### src/acp_pkg.sv
// Shared types, constants and helpers for the ANSI color line parser.
`default_nettype none

package acp_pkg;

    // Longest keyword that the match chain covers.
    localparam int KEYWORD_MAX = 8;
    localparam int KW_BITS     = 8 * KEYWORD_MAX;
    localparam int CFG_DATA_W  = 64;

    // Output queue.
    localparam int OQ_DEPTH = 4;
    localparam int OQ_AW    = $clog2(OQ_DEPTH);

    // Input operation codes.
    localparam logic OP_DATA  = 1'b0;
    localparam logic OP_FLUSH = 1'b1;

    // Result kinds.
    localparam logic RK_TEXT   = 1'b0;
    localparam logic RK_REPORT = 1'b1;

    // Configuration register indexes.
    localparam logic CFG_KW_BYTES  = 1'b0;
    localparam logic CFG_KW_LENGTH = 1'b1;

    // Byte codes.
    localparam logic [7:0] CH_ESC   = 8'h1B;
    localparam logic [7:0] CH_LBR   = 8'h5B;  // '['
    localparam logic [7:0] CH_LF    = 8'h0A;
    localparam logic [7:0] CH_M     = 8'h6D;  // 'm'
    localparam logic [7:0] CH_SEMI  = 8'h3B;  // ';'
    localparam logic [7:0] CH_PLUS  = 8'h2B;
    localparam logic [7:0] CH_MINUS = 8'h2D;
    localparam logic [7:0] CH_ZERO  = 8'h30;
    localparam logic [7:0] CH_NINE  = 8'h39;
    localparam logic [7:0] CH_SPACE = 8'h20;
    localparam logic [7:0] CH_TAB   = 8'h09;
    localparam logic [7:0] CH_CR    = 8'h0D;

    // Length of the "38;2;" prefix.
    localparam logic [2:0] PREFIX_LEN = 3'd5;

    typedef enum logic [1:0] {
        PH_TEXT = 2'd0,
        PH_ESC  = 2'd1,
        PH_SEQ  = 2'd2
    } t_phase;

    typedef enum logic [1:0] {
        ST_PEND  = 2'd0,
        ST_MATCH = 2'd1,
        ST_FAIL  = 2'd2
    } t_status;

    // Events driven into the sequence parser.
    typedef struct packed {
        logic open;
        logic step;
        logic close;
        logic clear;
    } t_seq_ctl;

    typedef struct packed {
        logic        kind;
        logic [7:0]  text;
        logic [23:0] color;
        logic        hit;
        logic        last;
    } t_result;

    // Expected byte of the "38;2;" prefix at a given position.
    function automatic logic [7:0] prefix_char(input logic [2:0] pos);
        logic [7:0] ch;
        case (pos)
            3'd0:    ch = 8'h33;  // '3'
            3'd1:    ch = 8'h38;  // '8'
            3'd2:    ch = CH_SEMI;
            3'd3:    ch = 8'h32;  // '2'
            default: ch = CH_SEMI;
        endcase
        return ch;
    endfunction

endpackage

`default_nettype wire

### src/acp_kw_cell.sv
// One cell of the keyword match chain: a byte of recent text and its compare.
`default_nettype none

module acp_kw_cell (
    input  wire logic       i_clk,
    input  wire logic [1:0] i_shift,    // 0, 1 or 2 bytes enter this cycle
    input  wire logic [7:0] i_prev_q,   // neighbor byte (cell 0: first new byte)
    input  wire logic [7:0] i_prev_s1,  // neighbor after one shift (cell 0: second byte)
    input  wire logic [7:0] i_kw_byte,
    input  wire logic       i_care,
    output logic      [7:0] o_q,
    output logic      [7:0] o_s1,
    output logic            o_eq1,
    output logic            o_eq2
);
    logic [7:0] r_byte;

    assign o_q   = r_byte;
    assign o_s1  = i_prev_q;
    // Window after the first and after the second new byte.
    assign o_eq1 = !i_care || (i_prev_q == i_kw_byte);
    assign o_eq2 = !i_care || (i_prev_s1 == i_kw_byte);

    always_ff @(posedge i_clk) begin
        case (i_shift)
            2'd1:    r_byte <= i_prev_q;
            2'd2:    r_byte <= i_prev_s1;
            default: r_byte <= r_byte;
        endcase
    end

endmodule

`default_nettype wire

### src/acp_seq.sv
// SGR parameter parser: "38;2;R;G;B" recognition and the line color.
`default_nettype none

module acp_seq (
    input  wire logic              i_clk,
    input  wire logic              i_rst_n,
    input  wire acp_pkg::t_seq_ctl i_ctl,
    input  wire logic        [7:0] i_byte,
    output logic            [23:0] o_color
);
    import acp_pkg::*;

    logic [2:0]  r_pos,   n_pos;
    logic [1:0]  r_idx,   n_idx;
    logic        r_digit, n_digit;
    logic        r_neg,   n_neg;
    logic        r_sign,  n_sign;
    logic [7:0]  r_val,   n_val;
    logic [15:0] r_rg,    n_rg;
    t_status     r_stat,  n_stat;
    logic [23:0] r_color, n_color;
    logic        r_taken, n_taken;

    logic       w_is_digit;
    logic       w_is_blank;
    logic [7:0] w_signed;
    logic [7:0] w_times10;
    logic       w_ok;

    assign w_is_digit = (i_byte >= CH_ZERO) && (i_byte <= CH_NINE);
    assign w_is_blank = (i_byte == CH_SPACE) || ((i_byte >= CH_TAB) && (i_byte <= CH_CR));
    assign w_signed   = r_neg ? 8'(8'd0 - r_val) : r_val;
    assign w_times10  = {r_val[4:0], 3'b000} + {r_val[6:0], 1'b0};
    assign w_ok       = (r_stat == ST_MATCH) ||
                        ((r_stat == ST_PEND) && (r_pos == PREFIX_LEN) &&
                         (r_idx == 2'd2) && r_digit);
    assign o_color    = r_color;

    always_comb begin
        n_pos   = r_pos;
        n_idx   = r_idx;
        n_digit = r_digit;
        n_neg   = r_neg;
        n_sign  = r_sign;
        n_val   = r_val;
        n_rg    = r_rg;
        n_stat  = r_stat;
        n_color = r_color;
        n_taken = r_taken;
        if (i_ctl.clear || i_ctl.open) begin
            n_pos   = '0;
            n_idx   = '0;
            n_digit = 1'b0;
            n_neg   = 1'b0;
            n_sign  = 1'b0;
            n_val   = '0;
            n_rg    = '0;
            n_stat  = ST_PEND;
            if (i_ctl.clear) begin
                n_color = '0;
                n_taken = 1'b0;
            end
        end else if (i_ctl.close) begin
            // first color in a line wins
            if (w_ok && !r_taken) begin
                n_color = {r_rg, w_signed};
                n_taken = 1'b1;
            end
        end else if (i_ctl.step && (r_stat == ST_PEND)) begin
            if (r_pos < PREFIX_LEN) begin
                if (i_byte == prefix_char(r_pos)) begin
                    n_pos = r_pos + 3'd1;
                end else begin
                    n_stat = ST_FAIL;
                end
            end else if (w_is_digit) begin
                n_val   = w_times10 + 8'(i_byte - CH_ZERO);
                n_digit = 1'b1;
            end else if (r_digit) begin
                if ((r_idx < 2'd2) && (i_byte == CH_SEMI)) begin
                    n_rg    = {r_rg[7:0], w_signed};
                    n_idx   = r_idx + 2'd1;
                    n_digit = 1'b0;
                    n_neg   = 1'b0;
                    n_sign  = 1'b0;
                    n_val   = '0;
                end else if (r_idx == 2'd2) begin
                    n_stat = ST_MATCH;  // trailing text after blue is ignored
                end else begin
                    n_stat = ST_FAIL;
                end
            end else if (!r_sign && w_is_blank) begin
                n_stat = r_stat;        // leading blank
            end else if (!r_sign && ((i_byte == CH_PLUS) || (i_byte == CH_MINUS))) begin
                n_sign = 1'b1;
                n_neg  = (i_byte == CH_MINUS);
            end else begin
                n_stat = ST_FAIL;
            end
        end
    end

    always_ff @(posedge i_clk) begin
        if (!i_rst_n) begin
            r_pos   <= '0;
            r_idx   <= '0;
            r_digit <= 1'b0;
            r_neg   <= 1'b0;
            r_sign  <= 1'b0;
            r_val   <= '0;
            r_rg    <= '0;
            r_stat  <= ST_PEND;
            r_color <= '0;
            r_taken <= 1'b0;
        end else begin
            r_pos   <= n_pos;
            r_idx   <= n_idx;
            r_digit <= n_digit;
            r_neg   <= n_neg;
            r_sign  <= n_sign;
            r_val   <= n_val;
            r_rg    <= n_rg;
            r_stat  <= n_stat;
            r_color <= n_color;
            r_taken <= n_taken;
        end
    end

endmodule

`default_nettype wire

### src/acp_outq.sv
// Result queue: takes up to two results a cycle, hands out one while the output is not stalled.
`default_nettype none

module acp_outq (
    input  wire logic             i_clk,
    input  wire logic             i_rst_n,
    input  wire logic       [1:0] i_push_n,
    input  wire acp_pkg::t_result i_push0,
    input  wire acp_pkg::t_result i_push1,
    output logic                  o_space_ok,
    output logic                  o_valid,
    input  wire logic             i_stall,
    output acp_pkg::t_result      o_head
);
    import acp_pkg::*;

    t_result          r_mem [OQ_DEPTH];
    logic [OQ_AW-1:0] r_wr;
    logic [OQ_AW-1:0] r_rd;
    logic [OQ_AW:0]   r_count;
    logic             w_pop;
    logic [OQ_AW-1:0] w_wr1;

    assign o_valid    = (r_count != '0);
    assign o_head     = r_mem[r_rd];
    assign w_pop      = o_valid && !i_stall;
    assign o_space_ok = (r_count <= (OQ_AW+1)'(OQ_DEPTH - 2));
    assign w_wr1      = r_wr + OQ_AW'(1);

    always_ff @(posedge i_clk) begin
        if (i_push_n != 2'd0) begin
            r_mem[r_wr] <= i_push0;
        end
        if (i_push_n == 2'd2) begin
            r_mem[w_wr1] <= i_push1;
        end
    end

    always_ff @(posedge i_clk) begin
        if (!i_rst_n) begin
            r_wr    <= '0;
            r_rd    <= '0;
            r_count <= '0;
        end else begin
            r_wr    <= r_wr + OQ_AW'(i_push_n);
            r_rd    <= r_rd + OQ_AW'(w_pop);
            r_count <= r_count + (OQ_AW+1)'(i_push_n) - (OQ_AW+1)'(w_pop);
        end
    end

    a_no_overflow: assert property (@(posedge i_clk) disable iff (!i_rst_n)
        r_count <= (OQ_AW+1)'(OQ_DEPTH))
        else $error("output queue overflow");

endmodule

`default_nettype wire

### src/ansi_color_line_parser_top.sv
// Top level of the ANSI color line parser: escape control, match chain, result queue.
`default_nettype none

// Log bytes enter one per clock while the input is not stalled and are cut into
// lines at a newline or a flush request; a line with no raw byte gives nothing.
// ESC [ ... m sequences are removed, a lone ESC stays as text, and an unclosed
// sequence drops the rest of the line. Visible bytes leave at once as text
// results; each non-empty line ends with one report that carries the line color
// (first "38;2;R;G;B" of the line, black by default) and whether the keyword (up
// to 8 bytes, set through the config port while idle) occurred in the line text.
// Rate: one input request per clock while not stalled. A request gives zero, one
// or two results; two arise only where a held lone ESC is released together with
// the next byte or with the line end report. Results go through a four-entry
// queue that drains one per clock while the output is not stalled, and the input
// stalls while fewer than two entries are free, so the output port is what limits
// throughput when a request yields two results. Keyword matching runs in a chain
// of eight byte cells that shift the recent text along and each compare one
// keyword position; no clearing pass is needed after reset.
module ansi_color_line_parser_top (
    input  wire logic                           i_clk,
    input  wire logic                           i_rst_n,
    // configuration
    input  wire logic                           i_cfg_we,
    input  wire logic                           i_cfg_index,
    input  wire logic [acp_pkg::CFG_DATA_W-1:0] i_cfg_data,
    // input requests
    input  wire logic                           i_in_valid,
    output logic                                o_in_stall,
    input  wire logic                           i_operation,
    input  wire logic [7:0]                     i_data_byte,
    // results
    output logic                                o_out_valid,
    input  wire logic                           i_out_stall,
    output logic                                o_result_kind,
    output logic [7:0]                          o_text_byte,
    output logic [23:0]                         o_line_color,
    output logic                                o_keyword_hit,
    output logic                                o_last_result
);
    import acp_pkg::*;

    // Configuration registers.
    logic [KW_BITS-1:0] r_kw_bytes;
    logic [3:0]         r_kw_length;

    // Line state.
    t_phase     r_phase, n_phase;
    logic       r_line_open;
    logic [3:0] r_seen;
    logic       r_found;

    // Per-request decode.
    logic       w_acc;
    logic       w_is_end;
    logic [1:0] w_emit_cnt;
    logic [7:0] w_e1;
    logic [7:0] w_e2;
    logic       w_report;
    t_seq_ctl   w_seq;

    // Keyword matching.
    logic [3:0]         w_len;
    logic [KW_BITS-1:0] w_kw_al;
    logic [3:0]         w_seen1;
    logic [3:0]         w_seen2;
    logic [KEYWORD_MAX-1:0] w_eq1;
    logic [KEYWORD_MAX-1:0] w_eq2;
    logic [7:0]         w_q  [KEYWORD_MAX];
    logic [7:0]         w_s1 [KEYWORD_MAX];
    logic [1:0]         w_shift;
    logic               w_f1;
    logic               w_f2;
    logic               w_found_now;
    logic               w_hit;

    // Results.
    logic [23:0] w_color;
    logic [1:0]  w_total;
    t_result     w_txt1, w_txt2, w_rep, w_push0, w_push1, w_head;
    logic        w_space_ok;

    assign o_in_stall = !w_space_ok;
    assign w_acc      = i_in_valid && !o_in_stall;
    assign w_is_end   = (i_operation == OP_FLUSH) || (i_data_byte == CH_LF);

    // ---------------------------------------------------------------------
    // Configuration writes
    // ---------------------------------------------------------------------
    always_ff @(posedge i_clk) begin
        if (!i_rst_n) begin
            r_kw_bytes  <= '0;
            r_kw_length <= '0;
        end else if (i_cfg_we) begin
            unique case (i_cfg_index)
                CFG_KW_BYTES:  r_kw_bytes  <= i_cfg_data[KW_BITS-1:0];
                CFG_KW_LENGTH: r_kw_length <= i_cfg_data[3:0];
                default:       r_kw_length <= r_kw_length;
            endcase
        end
    end

    // ---------------------------------------------------------------------
    // Escape phase: next state
    // ---------------------------------------------------------------------
    always_comb begin
        n_phase = r_phase;
        if (w_acc) begin
            if (w_is_end) begin
                n_phase = PH_TEXT;
            end else begin
                unique case (r_phase)
                    PH_TEXT: begin
                        if (i_data_byte == CH_ESC) n_phase = PH_ESC;
                    end
                    PH_ESC: begin
                        if (i_data_byte == CH_LBR) begin
                            n_phase = PH_SEQ;
                        end else if (i_data_byte != CH_ESC) begin
                            n_phase = PH_TEXT;
                        end
                    end
                    PH_SEQ: begin
                        if (i_data_byte == CH_M) n_phase = PH_TEXT;
                    end
                    default: n_phase = PH_TEXT;
                endcase
            end
        end
    end

    // ---------------------------------------------------------------------
    // Escape phase: outputs (text emits, report, parser events)
    // ---------------------------------------------------------------------
    always_comb begin
        w_emit_cnt = 2'd0;
        w_e1       = i_data_byte;
        w_e2       = i_data_byte;
        w_report   = 1'b0;
        w_seq      = '0;
        if (w_acc) begin
            if (w_is_end) begin
                if (r_line_open) begin
                    w_report   = 1'b1;
                    w_seq.clear = 1'b1;
                    // a held ESC leaves ahead of the report
                    if (r_phase == PH_ESC) begin
                        w_emit_cnt = 2'd1;
                        w_e1       = CH_ESC;
                    end
                end
            end else begin
                unique case (r_phase)
                    PH_TEXT: begin
                        if (i_data_byte != CH_ESC) w_emit_cnt = 2'd1;
                    end
                    PH_ESC: begin
                        if (i_data_byte == CH_LBR) begin
                            w_seq.open = 1'b1;
                        end else if (i_data_byte == CH_ESC) begin
                            w_emit_cnt = 2'd1;
                            w_e1       = CH_ESC;
                        end else begin
                            w_emit_cnt = 2'd2;
                            w_e1       = CH_ESC;
                        end
                    end
                    PH_SEQ: begin
                        if (i_data_byte == CH_M) begin
                            w_seq.close = 1'b1;
                        end else begin
                            w_seq.step = 1'b1;
                        end
                    end
                    default: w_emit_cnt = 2'd0;
                endcase
            end
        end
    end

    // ---------------------------------------------------------------------
    // Keyword match chain
    // ---------------------------------------------------------------------
    assign w_len   = (r_kw_length > 4'(KEYWORD_MAX)) ? 4'(KEYWORD_MAX) : r_kw_length;
    // Align the keyword so that cell i always compares a fixed byte lane.
    assign w_kw_al = r_kw_bytes << {4'(KEYWORD_MAX) - w_len, 3'b000};
    assign w_seen1 = (r_seen >= 4'(KEYWORD_MAX)) ? 4'(KEYWORD_MAX) : r_seen + 4'd1;
    assign w_seen2 = (w_seen1 >= 4'(KEYWORD_MAX)) ? 4'(KEYWORD_MAX) : w_seen1 + 4'd1;
    assign w_shift = w_emit_cnt;

    for (genvar gi = 0; gi < KEYWORD_MAX; gi++) begin : g_cell
        logic [7:0] w_in_q;
        logic [7:0] w_in_s1;
        if (gi == 0) begin : g_head
            assign w_in_q  = w_e1;
            assign w_in_s1 = w_e2;
        end else begin : g_body
            assign w_in_q  = w_q[gi-1];
            assign w_in_s1 = w_s1[gi-1];
        end
        acp_kw_cell u_cell (
            .i_clk     (i_clk),
            .i_shift   (w_shift),
            .i_prev_q  (w_in_q),
            .i_prev_s1 (w_in_s1),
            .i_kw_byte (w_kw_al[8*(KEYWORD_MAX-1-gi) +: 8]),
            .i_care    (4'(gi) < w_len),
            .o_q       (w_q[gi]),
            .o_s1      (w_s1[gi]),
            .o_eq1     (w_eq1[gi]),
            .o_eq2     (w_eq2[gi])
        );
    end

    assign w_f1 = (w_emit_cnt != 2'd0) && (w_len != 4'd0) && (w_seen1 >= w_len) && (&w_eq1);
    assign w_f2 = (w_emit_cnt == 2'd2) && (w_len != 4'd0) && (w_seen2 >= w_len) && (&w_eq2);
    assign w_found_now = r_found || w_f1 || w_f2;
    // empty keyword test uses the length in force at line end
    assign w_hit = w_found_now || (r_kw_length == 4'd0);

    always_ff @(posedge i_clk) begin
        if (!i_rst_n) begin
            r_phase     <= PH_TEXT;
            r_line_open <= 1'b0;
            r_seen      <= '0;
            r_found     <= 1'b0;
        end else begin
            r_phase <= n_phase;
            if (w_acc) begin
                r_line_open <= !w_is_end;
                if (w_report) begin
                    r_seen  <= '0;
                    r_found <= 1'b0;
                end else begin
                    case (w_emit_cnt)
                        2'd1:    r_seen <= w_seen1;
                        2'd2:    r_seen <= w_seen2;
                        default: r_seen <= r_seen;
                    endcase
                    r_found <= w_found_now;
                end
            end
        end
    end

    // ---------------------------------------------------------------------
    // Sequence parser and line color
    // ---------------------------------------------------------------------
    acp_seq u_seq (
        .i_clk   (i_clk),
        .i_rst_n (i_rst_n),
        .i_ctl   (w_seq),
        .i_byte  (i_data_byte),
        .o_color (w_color)
    );

    // ---------------------------------------------------------------------
    // Result assembly and queue
    // ---------------------------------------------------------------------
    assign w_total = w_emit_cnt + 2'(w_report);

    always_comb begin
        w_txt1 = '{kind: RK_TEXT, text: w_e1, color: '0, hit: 1'b0, last: 1'b0};
        w_txt2 = '{kind: RK_TEXT, text: w_e2, color: '0, hit: 1'b0, last: 1'b1};
        w_rep  = '{kind: RK_REPORT, text: '0, color: w_color, hit: w_hit, last: 1'b1};
        w_push0      = (w_emit_cnt != 2'd0) ? w_txt1 : w_rep;
        w_push0.last = (w_total == 2'd1);
        w_push1      = (w_emit_cnt == 2'd2) ? w_txt2 : w_rep;
    end

    acp_outq u_outq (
        .i_clk      (i_clk),
        .i_rst_n    (i_rst_n),
        .i_push_n   (w_total),
        .i_push0    (w_push0),
        .i_push1    (w_push1),
        .o_space_ok (w_space_ok),
        .o_valid    (o_out_valid),
        .i_stall    (i_out_stall),
        .o_head     (w_head)
    );

    assign o_result_kind = w_head.kind;
    assign o_text_byte   = w_head.text;
    assign o_line_color  = w_head.color;
    assign o_keyword_hit = w_head.hit;
    assign o_last_result = w_head.last;

    // ---------------------------------------------------------------------
    // Assertions
    // ---------------------------------------------------------------------
    a_closed_line_plain: assert property (@(posedge i_clk) disable iff (!i_rst_n)
        !r_line_open |-> (r_phase == PH_TEXT))
        else $error("escape phase active with no open line");

    a_found_needs_text: assert property (@(posedge i_clk) disable iff (!i_rst_n)
        (r_seen == 4'd0) |-> !r_found)
        else $error("keyword found with no text in line");

    a_end_closes_line: assert property (@(posedge i_clk) disable iff (!i_rst_n)
        (w_acc && w_is_end) |=> !r_line_open)
        else $error("line still open after line end request");

    a_report_only_open: assert property (@(posedge i_clk) disable iff (!i_rst_n)
        w_report |-> (r_line_open && w_acc))
        else $error("report without an open line");

endmodule

`default_nettype wire

### config.mk
export PLATFORM = sky130hd
export DESIGN_NAME = ansi_color_line_parser_top
export DESIGN_NICKNAME = d
export VERILOG_FILES = /design/src/acp_pkg.sv /design/src/acp_kw_cell.sv /design/src/acp_seq.sv /design/src/acp_outq.sv /design/src/ansi_color_line_parser_top.sv
export SDC_FILE = /design/constraint.sdc
export NUM_CORES = 1
export LEC_CHECK = 0
export ABC_CLOCK_PERIOD_IN_PS = 9600
export BUFFER_PORTS_ARGS = -buffer_cell sky130_fd_sc_hd__buf_2
export CAP_MARGIN = 20
export CORE_ASPECT_RATIO = 2
export CORE_UTILIZATION = 40
export CTS_BUF_LIST = sky130_fd_sc_hd__clkbuf_16
export CTS_CLUSTER_SIZE = 20
export DETAILED_ROUTE_END_ITERATION = 16
export PLACE_DENSITY = 0.64
export SYNTH_ARGS = -nofsm -noshare
export SYNTH_HDL_FRONTEND = slang
export SYNTH_SLANG_ARGS = --single-unit
### constraint.sdc
create_clock -name i_clk -period 9.6 [get_ports i_clk]
set_clock_uncertainty 0.2 [all_clocks]
set_input_delay 1.92 -clock i_clk [delete_from_list [all_inputs] [get_ports i_clk]]
set_output_delay 1.92 -clock i_clk [all_outputs]
set_load 0.03 [all_outputs]
# == After elaboration in Yosys (flattened, before gate mapping) ==
# Memories as Yosys holds them, arrays and structs flattened. A register that Yosys moved wholly into a read port is not among the register bits.
# Cells that the tools add are included.
# word_totals
reg_bits,198
ramBits,140
out_inout_bits,37
elab_cells,285
memories,1
# mem_list
memory,words,width,read_ports,rd_ports_with_merged_regs,wr,line,text
u_outq.r_mem,4,35,1,1,2,acp_outq.sv:17,t_result r_mem [OQ_DEPTH];
# classes
add_sub_neg,15
n_lt_le_gt_ge,20
eq_ne,48
shift,1
muxes,85
n_bitwise,5
n_reduce_logical,84
# ops
cell,n
== test 8 bit,17
2-to-1 mux 8 bit,14
case mux 8 bit (2 select lines),7
2-to-1 mux 24 bit,4
2-to-1 mux 35 bit,2
left shift 64 x 7 -> 64 bit,1
2-to-1 mux 2 bit,19
"== test 8 x 6 -> 1 bit, second input constant",4
2-to-1 mux 1 bit,29
logical OR 1 bit,24
2-to-1 mux 4 bit,5
logical AND 1 bit,18
adder 8 bit,2
"== test 8 x 7 -> 1 bit, second input constant",2
"< comparator 3 x 4 -> 1 bit, first input constant",4
AND reduction 8 bit,2
nonzero test 2 bit,8
AND reduction 7 bit,2
zero test 1 bit,13
case mux 4 bit (3 select lines),1
"!= test 3 bit, second input constant",3
"adder 4 x 1 -> 4 bit, second input constant",2
"== test 2 x 1 -> 1 bit, second input constant",4
"== test 2 bit, second input constant",4
other kinds (47),67

# == Longest topological paths before layout ==
# logic_depth
ltp_word,14
depth_mapped,20
depth_no_buf,18

# == By module ==
# A second synthesis with hierarchy kept.
# unflattened
cells_unflattened,1941
area_unflattened_um2,21094.0
# by_module_without_submodules
mod,n_inst,cells_per_inst,area_per_inst_um2,seq_area_each_um2
acp_outq,1,386,7295.7,4344.2
ansi_color_line_parser_top,1,788,5744.3,1521.5
acp_kw_cell,8,50,626.9,240.2
acp_seq,1,367,3039.2,1181.1

# == Least setup slack after synthesis ==
# OpenSTA, ideal clock, no wires.
# synth_timing
kind,input to register
start,in i_data_byte[7]
end,mem u_outq.r_mem[0][10] in the netlist's numbering (enable)
t_arrival_ps,5026
setup_slack_ps,3982
stages,13
cell_sequence,clkbuf_1 -> nor4_1 -> a41o_1 -> buf_2 -> and2_0 -> nand2_1 -> clkbuf_1 -> inv_1 -> ha_1 -> nor2_1 -> and2_1 -> nand2_1 -> nand2_1
# synth_rtl
element,line,text
from (decl),ansi_color_line_parser_top.sv:30,"input wire logic [7:0] i_data_byte,"
to (decl),acp_outq.sv:17,

==> flow_metrics.py <==
metrics = {
    "run_status": {
        "status": "completed",
    },
    "global_route": {
        "grt.total_usage_pct": 24.79,
        "grt_overflow": 0,
        "grtUsageMet1_pct": 23.28,
        "grt_pass1_wl_um": 95520,
        "use_met3_pct": 3.287,
        "antenna_found_initial": 5,
        "grt_pass1_vias": 16040,
        "use_met2_pct": 47.32,
        "grt_max_degree": 109,
        "busiest_layer": "met2",
    },
    "clock_tree": {
        "post_cts_buffers": 0,
        "path_clk_slew_ns": 0.07,
        "cts_resized": 0,
        "root_buffer": "clkbuf_16",
        "clock_sinks": 338,
        "cts_max_level": 1,
        "clock_path_buffers": 3,
        "clk_latency_ns": 0.61,
        "hold_buffers": 0,
        "cts_buffers": 31,
        "cts_tree": "built",
    },
    "die": {
        "fp.dieW_um": 159.8,
        "die_h_um": 317.6,
        "rows": 115,
        "die_area_mm2": 0.05077,
        "io_pins": 116,
        "core_mm2": 0.04921,
        "initial_utilization_pct": 40.49,
    },
    "worst_setup_path": {
        "cp.required_ns": 9.85,
        "cp.arrival_ns": 5.98,
        "slowest_delay_ns": 0.76,
        "crit_chain": "buf_2 -> nor4_1 -> a41o_1 -> nor2_1 -> o21ai_0 -> o21ai_0 -> nand2_1 -> ha_2 -> inv_1 -> nor4_1 -> o2111ai_1 -> nor4_2 -> nor3_2 -> a21boi_1",
        "worstSetupStartpointType": "input port",
        "path_max_fanout": 39,
        "crit_path_end_kind": "flop",
        "worstSetupPathType": "input port to flop",
        "crit_slowest_cell": "ha_2",
    },
    "final_layout": {
        "syn2layout_area_growth_pct": 9.965,
        "fillers": 4793,
        "fin_util_pct": 44.53,
        "final_nets": 2157,
        "drive_above_1_share_pct": 15.41,
    },
    "hold_path": {
        "hp-class": "flop to flop",
    },
    "routing": {
        "drt-total-wl_um": 63660,
        "postRouteAntennaNets": 0,
        "dr.pass1.iters": 5,
        "routedWlPerCell_um": 23.55,
        "route.detailed.drc": 0,
        "drt_iter0_markers": 1116,
        "vias_per_cell": 5.835,
        "route.vias.total": 15770,
    },
    "power": {
        "peakVddDrop_mv": 0.1444,
        "p_per_area_mw_per_mm2": 175.8,
        "p_total_mw": 3.853,
        "p_leak_nw": 7.683,
    },
    "timing": {
        "worstMarginPinSlew_ns": 1.137,
        "slew_violations": 0,
        "slew_headroom_pct": 23.60,
        "finalSetupTns_ns": 0,
        "finalHoldViolCount": 0,
        "final-setup-viol-count": 0,
        "period_needed_ns": 5.725,
        "min_period_over_period_pct": 59.63,
        "rsz0062_at_grt": "false",
        "max_freq_mhz": 174.7,
    },
    "synth": {
        "syn_area_mm2": 0.01993,
        "synth_edf_count": 192,
        "synthArstFlopShare_pct": 0,
        "avgSynthCellArea_um2": 9.968,
        "synth_cells": 1999,
        "synth_nets": 2124,
        "ys_types": 84,
        "synth_flop_cell": "edfxtp_1",
        "synth_warnings": 0,
        "synth_seq_cells": 338,
        "yosysSeqAreaShare_pct": 43.60,
    },
    "flow_run": {
        "drv_cap": 0,
    },
    "placed_design": {
        "gp_congestion": 0.9943,
        "hpwl_um": 47010,
        "port_buffers": 115,
    },
}
-- synth_stat cells (all sizes together), types with 40 or more instances --
| cell type | instances | area (um2) |
|---|---|---|
| ha | 40 | 500.5 |
| mux2i | 67 | 674.4 |
| edfxtp | 192 | 5766 |
| mux2 | 53 | 604.3 |
| xnor2 | 74 | 648.1 |
| o21ai | 66 | 330.3 |
| nand2 | 264 | 991.0 |
| nor2 | 112 | 420.4 |
| nand3 | 52 | 260.3 |
| clkbuf | 91 | 341.6 |
| a21boi | 89 | 668.1 |
| and2 | 105 | 656.9 |
| inv | 52 | 197.7 |
| buf | 59 | 330.3 |
| a21oi | 62 | 310.3 |
| dfxtp | 146 | 2923 |
| nor2b | 47 | 294.0 |
| mux4 | 40 | 900.9 |
-- routing by layer --
| metal | vias up | part of all wire [%] |
|---|---|---|
| met1 | 7582 | 33 |
| met5 | - | 0.020 |
| met4 | 2 | 8.9 |
| met2 | 597 | 54 |
| li1 | 7346 | - |
| met3 | 246 | 4.6 |
-- worst max-delay path, delay by kind of cell --
| family | cells | cell delay, ns |
|---|---|---|
| adders and majority gates | 1 | 0.76 |
| and+or+nand+nor | 6 | 1.54 |
| AOI/OAI and AO/OA | 5 | 1.05 |
| buffers and inverters | 2 | 0.68 |
-- kinds of logic after synthesis --
logic type,Yosys count,share of synthesized area [%]
adders and majority gates,46,3.114
buffers and inverters,202,4.364
AOI/OAI and AO/OA,425,15.08
DFF,338,43.60
xor gates and xnor gates,104,4.571
and+or+nand+nor,724,18.33
muxes,160,10.94
-- placed cells by master, fill, tap and decap left out, types with 18 or more instances in the layout --
cell type	count
nand2_1	264
edfxtp_1	192
dfxtp_1	145
buf_2	115
nor2_1	112
and2_1	104
a21boi_0	86
xnor2_1	74
mux2i_1	66
o21ai_0	62
a21oi_1	62
inv_1	57
nand3_1	52
mux2_2	51
nor2b_1	46
mux4_2	40
ha_1	37
buf_4	34
clkbuf_16	31
xor2_1	30
nor3_1	28
a31oi_1	25
o32ai_1	22
o22ai_1	18
-- flip-flops by register name, indices dropped and copies added, names as in the netlist, 3 cells and up --
register and cells:
u_seq.r_pos 3, r_kw_bytes 64, r_kw_length 4, u_seq.o_color 24, g_cell.u_cell.o_q 56, r_seen 4, u_outq.r_count 3, u_seq.r_val 8
u_seq.r_rg 16, u_outq.r_mem 140
-- area by class of cell --
class	count	area, um2	area share (%)
Antenna cell	3	7.507	0.03426
Clock buffer	31	775.7	3.540
Clock inverter	27	198.9	0.9079
Inverter	52	197.7	0.9022
Multi-Input combinational cell	1459	10390	47.43
Sequential cell	338	8690	39.66
Tap cell	643	804.5	3.672
Timing Repair Buffer	150	845.8	3.860
-- per-stage QoR --
stage | hold slack, ns | worst slack [ns] | cell area [um2] | std cells
2_1_floorplan | 0.2312 | 3.982 | 19930 | 1999
3_3_place_gp | 0.2415 | 3.370 | 20910 | 2640
3_5_place_dp | 0.2474 | 3.331 | 20910 | 2640
4_1_cts | 0.2575 | 3.980 | 21880 | 2698
5_1_grt | 0.2820 | 3.499 | 21900 | 2700
6_report | 0.2561 | 3.875 | 21910 | 2703
-- power breakdown --
group	switching, mW	total, mW	internal [mW]
combinational	0.564	0.900	0.336
sequential	0.0991	1.72	1.62
clock	0.583	1.23	0.645
total	1.25	3.85	2.61
-- worst paths after layout --
check	from	end	slack [ns]	cells past startpoint
setup / recovery	i_data_byte[5]	u_outq.r_mem[1][1]	3.88	14
hold reg to reg	u_seq.r_rg[12]	u_seq.r_rg[12]	0.26	2
hold / removal	u_seq.r_rg[12]	u_seq.r_rg[12]	0.26	2
setup reg to reg	r_kw_length[3]	u_outq.r_mem[1][1]	3.99	15
Note: power is estimated with default switching activity, not from simulation.
